**src/design/pal_pkg.sv**
```systemverilog
// Shared types and constants for the positional array list.
`default_nettype none

package pal_pkg;

   localparam int CAPACITY = 64;

   // Field widths of the stream beats
   localparam int ACT_W = 2;
   localparam int POS_W = 7;
   localparam int VAL_W = 32;
   localparam int OUT_CNT_W = 7;

   localparam int REQ_BITS = ACT_W + POS_W + VAL_W;
   localparam int REQ_TDATA_W = ((REQ_BITS + 7) / 8) * 8;
   localparam int RSP_BITS = 1 + VAL_W + OUT_CNT_W;
   localparam int RSP_TDATA_W = ((RSP_BITS + 7) / 8) * 8;

   // Internal widths follow the capacity
   localparam int ADDR_W = (CAPACITY > 1) ? $clog2(CAPACITY) : 1;
   localparam int CNT_W = $clog2(CAPACITY + 1);
   localparam int CMP_W = ((CNT_W > POS_W) ? CNT_W : POS_W) + 1;

   typedef enum logic [ACT_W-1:0] {
      ACT_GET    = 2'd0,
      ACT_INSERT = 2'd1,
      ACT_DELETE = 2'd2,
      ACT_CLEAR  = 2'd3
   } action_type;

   // Controller to datapath
   typedef struct packed {
      logic load_item;  // capture request beat
      logic init_idx;   // idx <= fill (insert) or pos (delete)
      logic rd_pos;     // read slot pos-1
      logic cap_rv;     // capture read data as result value
      logic rd_dn;      // read slot idx-1
      logic wr_dn;      // write slot idx with read data, idx--
      logic rd_up;      // read slot idx
      logic wr_up;      // write slot idx-1 with read data, idx++
      logic wr_value;   // write slot pos-1 with request value
      logic fill_inc;
      logic fill_dec;
      logic fill_clr;
      logic load_out;   // move result into the output register
   } cmd_type;

   // Datapath to controller
   typedef struct packed {
      action_type act;
      logic       err;       // bad position or list full
      logic       more_dn;   // insert shift not done: idx >= pos
      logic       more_up;   // delete shift not done: idx < fill
      logic       out_busy;  // output register holds a beat not yet taken
   } stat_type;

endpackage

`default_nettype wire

```
**src/design/pal_ram.sv**
```systemverilog
// Generic single-write, single-read RAM with registered read data.
`default_nettype none

module pal_ram #(
   parameter int WIDTH = 32,
   parameter int DEPTH = 64,
   localparam int AW = (DEPTH > 1) ? $clog2(DEPTH) : 1
) (
   input  wire logic             clock,
   input  wire logic             wr_en,
   input  wire logic [AW-1:0]    wr_addr,
   input  wire logic [WIDTH-1:0] wr_data,
   input  wire logic             rd_en,
   input  wire logic [AW-1:0]    rd_addr,
   output logic      [WIDTH-1:0] rd_data
);

   logic [WIDTH-1:0] mem_ff [DEPTH];
   logic [WIDTH-1:0] rd_data_ff;

   always_ff @(posedge clock) begin
      if (wr_en) begin
         mem_ff[wr_addr] <= wr_data;
      end
      if (rd_en) begin
         rd_data_ff <= mem_ff[rd_addr];
      end
   end

   assign rd_data = rd_data_ff;

endmodule

`default_nettype wire

```
**src/design/pal_ctrl.sv**
```systemverilog
// Sequencer for the positional array list: decode, shift loops, result hand-off.
`default_nettype none

module pal_ctrl
   import pal_pkg::*;
(
   input  wire logic     clock,
   input  wire logic     reset,
   input  wire logic     req_tvalid,
   output logic          req_tready,
   input  wire stat_type stat,
   output cmd_type       cmd
);

   typedef enum logic [2:0] {
      ST_IDLE,
      ST_DECODE,
      ST_RD_WAIT,
      ST_INS_CHK,
      ST_INS_WR,
      ST_DEL_CHK,
      ST_DEL_WR,
      ST_FINISH
   } state_type;

   state_type state_ff, state_in;

   always_comb begin
      state_in = state_ff;
      cmd      = '0;
      unique case (state_ff)
         ST_IDLE: begin
            if (req_tvalid) begin
               cmd.load_item = 1'b1;
               state_in      = ST_DECODE;
            end
         end
         ST_DECODE: begin
            cmd.init_idx = 1'b1;
            if (stat.err) begin
               state_in = ST_FINISH;
            end else begin
               unique case (stat.act) inside
                  ACT_CLEAR: begin
                     cmd.fill_clr = 1'b1;
                     state_in     = ST_FINISH;
                  end
                  ACT_INSERT: begin
                     state_in = ST_INS_CHK;
                  end
                  ACT_GET, ACT_DELETE: begin
                     cmd.rd_pos = 1'b1;
                     state_in   = ST_RD_WAIT;
                  end
                  default: state_in = ST_FINISH;
               endcase
            end
         end
         ST_RD_WAIT: begin
            cmd.cap_rv = 1'b1;
            state_in   = (stat.act == ACT_DELETE) ? ST_DEL_CHK : ST_FINISH;
         end
         ST_INS_CHK: begin
            if (stat.more_dn) begin
               cmd.rd_dn = 1'b1;
               state_in  = ST_INS_WR;
            end else begin
               cmd.wr_value = 1'b1;
               cmd.fill_inc = 1'b1;
               state_in     = ST_FINISH;
            end
         end
         ST_INS_WR: begin
            cmd.wr_dn = 1'b1;
            state_in  = ST_INS_CHK;
         end
         ST_DEL_CHK: begin
            if (stat.more_up) begin
               cmd.rd_up = 1'b1;
               state_in  = ST_DEL_WR;
            end else begin
               cmd.fill_dec = 1'b1;
               state_in     = ST_FINISH;
            end
         end
         ST_DEL_WR: begin
            cmd.wr_up = 1'b1;
            state_in  = ST_DEL_CHK;
         end
         ST_FINISH: begin
            if (!stat.out_busy) begin
               cmd.load_out = 1'b1;
               state_in     = ST_IDLE;
            end
         end
         default: state_in = ST_IDLE;
      endcase
   end

   always_ff @(posedge clock) begin
      if (reset) begin
         state_ff <= ST_IDLE;
      end else begin
         state_ff <= state_in;
      end
   end

   assign req_tready = (state_ff == ST_IDLE);

   // Only one RAM write source per cycle
   a_one_write: assert property (@(posedge clock) disable iff (reset)
      $onehot0({cmd.wr_dn, cmd.wr_up, cmd.wr_value}))
      else $error("pal_ctrl: more than one RAM write command");

   // A shift write always follows the read that feeds it
   a_wr_after_rd: assert property (@(posedge clock) disable iff (reset)
      (cmd.wr_dn || cmd.wr_up) |-> ($past(cmd.rd_dn) || $past(cmd.rd_up)))
      else $error("pal_ctrl: shift write without preceding read");

   // Length only changes while the item is being worked on, not while handing off
   a_no_fill_on_out: assert property (@(posedge clock) disable iff (reset)
      cmd.load_out |-> !(cmd.fill_inc || cmd.fill_dec || cmd.fill_clr))
      else $error("pal_ctrl: length change during result hand-off");

endmodule

`default_nettype wire

```
**src/design/pal_dp.sv**
```systemverilog
// Datapath: item registers, length, shift index, element RAM and output register.
`default_nettype none

module pal_dp
   import pal_pkg::*;
(
   input  wire logic                   clock,
   input  wire logic                   reset,
   input  wire logic [REQ_TDATA_W-1:0] req_tdata,
   input  wire cmd_type                cmd,
   output stat_type                    stat,
   output logic                        rsp_tvalid,
   input  wire logic                   rsp_tready,
   output logic      [RSP_TDATA_W-1:0] rsp_tdata
);

   action_type       act_ff;
   logic [POS_W-1:0] pos_ff;
   logic [VAL_W-1:0] val_ff;
   logic [VAL_W-1:0] rv_ff;
   logic             err_ff;
   logic [CNT_W-1:0] fill_ff, fill_in;
   logic [CNT_W-1:0] idx_ff;
   logic             rsp_tvalid_ff;
   logic [RSP_BITS-1:0] rsp_data_ff;

   logic [CMP_W-1:0] pos_x, fill_x, idx_x;
   logic             err_rd, err_ins, err_now;
   logic [ADDR_W-1:0] pos_addr;

   logic              ram_wr_en, ram_rd_en;
   logic [ADDR_W-1:0] ram_wr_addr, ram_rd_addr;
   logic [VAL_W-1:0]  ram_wr_data, ram_rd_data;

   assign pos_x    = CMP_W'(pos_ff);
   assign fill_x   = CMP_W'(fill_ff);
   assign idx_x    = CMP_W'(idx_ff);
   assign pos_addr = ADDR_W'(pos_x - CMP_W'(1));

   assign err_rd  = (pos_ff == '0) || (pos_x > fill_x);
   assign err_ins = (fill_x >= CMP_W'(CAPACITY)) || (pos_ff == '0)
                    || (pos_x > fill_x + CMP_W'(1));

   always_comb begin
      case (act_ff) inside
         ACT_INSERT:         err_now = err_ins;
         ACT_GET, ACT_DELETE: err_now = err_rd;
         default:            err_now = 1'b0;
      endcase
   end

   assign stat.act      = act_ff;
   assign stat.err      = err_now;
   assign stat.more_dn  = (idx_x >= pos_x);
   assign stat.more_up  = (idx_x < fill_x);
   assign stat.out_busy = rsp_tvalid_ff && !rsp_tready;

   // RAM port steering
   assign ram_rd_en   = cmd.rd_pos || cmd.rd_dn || cmd.rd_up;
   assign ram_rd_addr = cmd.rd_pos ? pos_addr :
                        cmd.rd_dn  ? ADDR_W'(idx_x - CMP_W'(1)) : ADDR_W'(idx_ff);
   assign ram_wr_en   = cmd.wr_dn || cmd.wr_up || cmd.wr_value;
   assign ram_wr_addr = cmd.wr_dn ? ADDR_W'(idx_ff) :
                        cmd.wr_up ? ADDR_W'(idx_x - CMP_W'(1)) : pos_addr;
   assign ram_wr_data = cmd.wr_value ? val_ff : ram_rd_data;

   pal_ram #(
      .WIDTH (VAL_W),
      .DEPTH (CAPACITY)
   ) u_ram (
      .clock   (clock),
      .wr_en   (ram_wr_en),
      .wr_addr (ram_wr_addr),
      .wr_data (ram_wr_data),
      .rd_en   (ram_rd_en),
      .rd_addr (ram_rd_addr),
      .rd_data (ram_rd_data)
   );

   always_comb begin
      fill_in = fill_ff;
      if (cmd.fill_clr) begin
         fill_in = '0;
      end else if (cmd.fill_inc) begin
         fill_in = fill_ff + CNT_W'(1);
      end else if (cmd.fill_dec) begin
         fill_in = fill_ff - CNT_W'(1);
      end
   end

   // Payload registers
   always_ff @(posedge clock) begin
      if (cmd.load_item) begin
         act_ff <= action_type'(req_tdata[ACT_W-1:0]);
         pos_ff <= req_tdata[ACT_W +: POS_W];
         val_ff <= req_tdata[ACT_W+POS_W +: VAL_W];
         rv_ff  <= '0;
      end else if (cmd.cap_rv) begin
         rv_ff <= ram_rd_data;
      end
      if (cmd.init_idx) begin
         err_ff <= err_now;
         idx_ff <= (act_ff == ACT_INSERT) ? fill_ff : CNT_W'(pos_ff);
      end else if (cmd.wr_dn) begin
         idx_ff <= idx_ff - CNT_W'(1);
      end else if (cmd.wr_up) begin
         idx_ff <= idx_ff + CNT_W'(1);
      end
      if (cmd.load_out) begin
         rsp_data_ff <= {OUT_CNT_W'(fill_ff), rv_ff, err_ff};
      end
   end

   // Control registers; the store needs no clearing since reads stay below the length
   always_ff @(posedge clock) begin
      if (reset) begin
         fill_ff       <= '0;
         rsp_tvalid_ff <= 1'b0;
      end else begin
         fill_ff <= fill_in;
         if (cmd.load_out) begin
            rsp_tvalid_ff <= 1'b1;
         end else if (rsp_tready) begin
            rsp_tvalid_ff <= 1'b0;
         end
      end
   end

   assign rsp_tvalid = rsp_tvalid_ff;
   assign rsp_tdata  = RSP_TDATA_W'(rsp_data_ff);

   a_fill_cap: assert property (@(posedge clock) disable iff (reset)
      CMP_W'(fill_ff) <= CMP_W'(CAPACITY))
      else $error("pal_dp: length above capacity");

   a_fill_inc: assert property (@(posedge clock) disable iff (reset)
      cmd.fill_inc |=> (fill_ff == $past(fill_ff) + CNT_W'(1)))
      else $error("pal_dp: insert did not grow the list by one");

   a_no_overrun: assert property (@(posedge clock) disable iff (reset)
      cmd.load_out |-> !(rsp_tvalid_ff && !rsp_tready))
      else $error("pal_dp: result overwrote a beat not yet taken");

endmodule

`default_nettype wire

```
**src/design/positional_array_list_top.sv**
```systemverilog
// Top level of the positional array list: stream ports, controller and datapath.
//
// A list of up to CAPACITY (64) signed 32-bit elements addressed by 1-based
// position, held in one RAM with a single write and a single registered read
// port. One request beat gives one response beat. Insert and delete shift the
// elements behind the position one at a time, each by a RAM read and then a
// write. A finished response sits in an output register so the next request
// can be taken while it waits. No clearing pass follows reset: slots past the
// current length are never read.
`default_nettype none

module positional_array_list_top
   import pal_pkg::*;
(
   input  wire logic                   clock,
   input  wire logic                   reset,
   input  wire logic                   req_tvalid,
   output logic                        req_tready,
   input  wire logic [REQ_TDATA_W-1:0] req_tdata,  // action[1:0], position[8:2], value[40:9]
   output logic                        rsp_tvalid,
   input  wire logic                   rsp_tready,
   output logic      [RSP_TDATA_W-1:0] rsp_tdata   // status[0], read_value[32:1], count[39:33]
);

   cmd_type  cmd;
   stat_type stat;

   pal_ctrl u_ctrl (
      .clock      (clock),
      .reset      (reset),
      .req_tvalid (req_tvalid),
      .req_tready (req_tready),
      .stat       (stat),
      .cmd        (cmd)
   );

   pal_dp u_dp (
      .clock      (clock),
      .reset      (reset),
      .req_tdata  (req_tdata),
      .cmd        (cmd),
      .stat       (stat),
      .rsp_tvalid (rsp_tvalid),
      .rsp_tready (rsp_tready),
      .rsp_tdata  (rsp_tdata)
   );

endmodule

`default_nettype wire
```
**config.mk**
```make
export PLATFORM = sky130hd
export DESIGN_NAME = positional_array_list_top
export DESIGN_NICKNAME = d
export VERILOG_FILES = /design/src/design/pal_pkg.sv /design/src/design/pal_ram.sv /design/src/design/pal_ctrl.sv /design/src/design/pal_dp.sv /design/src/design/positional_array_list_top.sv
export SDC_FILE = /design/constraint.sdc
export NUM_CORES = 2
export LEC_CHECK = 0
export ABC_AREA = 1
export BUFFER_PORTS_ARGS = -buffer_cell sky130_fd_sc_hd__buf_4
export CAP_MARGIN = 0
export CORE_MARGIN = 2
export CORE_UTILIZATION = 42
export DETAILED_ROUTE_END_ITERATION = 7
export PLACE_DENSITY = 0.71
export SETUP_SLACK_MARGIN = 0.4
export SLEW_MARGIN = 20
export SYNTH_ARGS = -nofsm -noshare
export SYNTH_HDL_FRONTEND = slang
export SYNTH_SLANG_ARGS = --single-unit
```
**constraint.sdc**
```tcl
create_clock -name clock -period 5.4 [get_ports clock]
set_clock_uncertainty 0.05 [all_clocks]
set_input_delay 1.08 -clock clock [delete_from_list [all_inputs] [get_ports clock]]
set_output_delay 1.08 -clock clock [all_outputs]
set_load 0.03 [all_outputs]
```
==> flow_metrics.tcl <==
set metrics [dict create \
    outcome "finished, final reports clean" \
    startpoint_type "flop" \
    area_delta_synth_final_pct 12.70 \
    avgSynthCellArea_um2 11.27 \
    finish.utilization_pct 47.68 \
    cts_tree "yes" \
    syn_inst 8549 \
    yosysWarnings 0 \
    hpwl_um 145900 \
    grt_pass1_wl_um 400600 \
    grt_pass1_vias 62629 \
    rsz0062_at_grt "true" \
    final_layout_size_suffix_gt1_share_pct 8.760 \
    hold_path.class "input port to flop" \
    final_cell_mix "2,169 x edfxtp_1, 1,946 x nand3_1, 1,701 x nand2_1, 989 x inv_1, 758 x nand3b_1" \
    drtIter0Drc 9885 \
    grt_antenna_before_repair 8 \
    placementRows 175 \
    final-hold-violation-count 0 \
    antenna_left 0 \
    synth_area_leaders "edfxtp_1 68%, nand3_1 10%, nand2_1 6.8%" \
    tightest_slew_ps 1278 \
    max_freq_mhz 210.4 \
    drt-pass1-iter-count 6 \
    p_per_area_nw_per_um2 604.7 \
    die_x_um 482.9 \
    period_share_pct 88.00 \
    multi_input_area_um2 24850 \
    clk_latency_ps 870 \
    slew_violations 0 \
    slew-limit-headroom_pct 14.77 \
    synth_ff_type "edfxtp_1" \
    wl_per_cell_um 23.44 \
    path_max_fanout 32 \
    power.leakage_uw 0.04097 \
    via_per_inst 5.698 \
    synth_top_area_share_pct 67.61 \
    synth-edff-count 2169 \
    clockBufferDepth 3 \
    fp.dieArea_um2 233200 \
    cts_num_sinks 2212 \
    nFillCells 19612 \
    critPathArrivalTime_ps 5180 \
    setup_viol 0 \
    die-height_um 482.9 \
    finalSetupTns_ps 0 \
    crit_path_end_kind "flop" \
    grt_max_degree 147 \
    io_pins 94 \
    finalNetCount 8640 \
    gp_congestion 0.8720 \
    clkTransAtPathRegs_ps 60 \
    cts_root_buffer "clkbuf_16" \
    hold_ws_ps 332.4 \
    synth_seq_cells 2212 \
    ys_async_sr_fraction_pct 0 \
    holdBufCountCts 0 \
    syn_nets 8645 \
    drv_cap 0 \
    final_common_cell "edfxtp_1" \
    initial_core_util_pct 42.31 \
    ys_types 43 \
    grt.total_usage_pct 22.91 \
    path_class "flop to flop" \
    layout_min_cycle_time_ps 4752 \
    ys_seq_area_share_pct 68.50 \
    syn_area_um2 96340 \
    max-vdd-ir-drop_mv 0.5397 \
    drc_errors 0 \
    htree_levels 4 \
    regArea_um2 66000 \
    drt_wl_total_um 275000 \
    yosysTopAreaCell "edfxtp_1" \
    overflow 0 \
    crit_required_ps 5830 \
    power_uw 65650 \
    portBuffers 86 \
    via_count 66840 \
    cts_buffers 214 \
    core_um2 227700 \
]
==> power by group <==
part           switching [uW]  leakage (uW)  internal, uW
Sequential                452        0.0199         21800
Clock                    6420       0.00327          8000
Combinational           21200        0.0178          7730
Total                   28100        0.0410         37600
==> registers in the layout (all words and copies together), names as in the netlist <==
signal	flops
u_dp.pos_ff	7
u_dp.u_ram.mem_ff	2048
u_dp.u_ram.rd_data	32
u_dp.rsp_tvalid	1
u_dp.val_ff	32
u_dp.act_ff	2
u_dp.idx_ff	7
u_dp.rsp_tdata	40
u_dp.rv_ff	32
u_dp.fill_ff	7
u_dp.err_ff	1
u_ctrl.state_ff	3
==> layout make-up <==
cell class	count	area share, %
Timing Repair Buffer	334	3.227
Multi-Input combinational cell	4786	22.89
Antenna cell	1	0.002305
Clock inverter	127	0.9864
Clock buffer	266	5.179
Inverter	996	3.466
Sequential cell	2212	60.78
Tap cell	3009	3.468
==> metrics by stage <==
step | setup WS (ps) | instance area [um^2] | instances
finish | 647.8 | 108600 | 11731
global route | 390.6 | 108600 | 11730
CTS | 420.6 | 108300 | 11718
detailed placement | 467.4 | 101600 | 11325
global placement | 447.3 | 101600 | 11325
floorplan | 1411 | 96350 | 8549
==> Yosys cell counts (2+ instances only) <==
| master | instances |
|---|---|
| edfxtp_1 | 2169 |
| o21ai_0 | 29 |
| ha_1 | 42 |
| nor2_1 | 101 |
| o22ai_1 | 2 |
| xor2_1 | 15 |
| nand3b_1 | 758 |
| a221oi_1 | 4 |
| dfxtp_1 | 43 |
| o211ai_1 | 5 |
| inv_2 | 5 |
| xnor2_1 | 5 |
| or2_0 | 21 |
| o21bai_1 | 3 |
| nand2_1 | 1734 |
| nand3_1 | 1952 |
| fa_1 | 2 |
| nand2_4 | 2 |
| o21ai_2 | 2 |
| buf_2 | 230 |
| buf_6 | 12 |
| clkbuf_1 | 266 |
| a21oi_1 | 61 |
| o21a_1 | 3 |
| inv_1 | 991 |
| nand4_1 | 7 |
| o221ai_1 | 2 |
| or2_2 | 12 |
| buf_1 | 44 |
| nor3_1 | 11 |
| clkbuf_2 | 2 |
| buf_4 | 2 |
| a211oi_1 | 2 |
==> worst max-delay path, stage by stage (launching register included) <==
cell,delay (ps)
dfxtp_1,420
inv_1,140
nor2_1,240
inv_1,220
nor2_1,770
inv_1,240
o221ai_1,760
nand2_1,130
inv_1,100
nand2_1,420
nor2_4,220
buf_4,600
==> final timing paths <==
check / cells after the start / end / slack (ps) / start
max: 11 / u_dp.u_ram.mem_ff[32][15] / 650 / u_ctrl.state_ff[2]
min: 1 / u_dp.val_ff[27] / 330 / req_tdata[36]
max reg2reg: 11 / u_dp.u_ram.mem_ff[32][15] / 650 / u_ctrl.state_ff[2]
min reg2reg: 0 / u_dp.rsp_tdata[32] / 390 / u_dp.rv_ff[31]
==> cells by family (layout without fill, tap and decap cells) <==
logic type,count (synthesis),after routing,share of synthesized area [%]
AO/OA/AOI/OAI,117,117,0.6857
XOR/XNOR,20,20,0.1818
adder cells (fa/ha/maj),44,44,0.5870
buffers and inverters,1552,1723,6.449
flip-flops,2212,2212,68.50
other,0,1,0
AND/OR/NAND/NOR,4604,4605,23.60
==> layer usage <==
metal	vias up	part of all wire, %	track usage, %
met3	587	12	4.294
met2	4183	45	35.55
met5	-	0.0047	0
met1	32558	38	31.31
met4	2	4.6	10.48
li1	29510	-	-
==> timing repair <==
| item | in CTS | in global routing |
|---|---|---|
| buffers inserted | 0 | 9 |
| setup endpoints to repair | 0 | 32 |
| gates resized for setup | 0 | 19 |
Note: power is estimated with default switching activity, not from simulation.
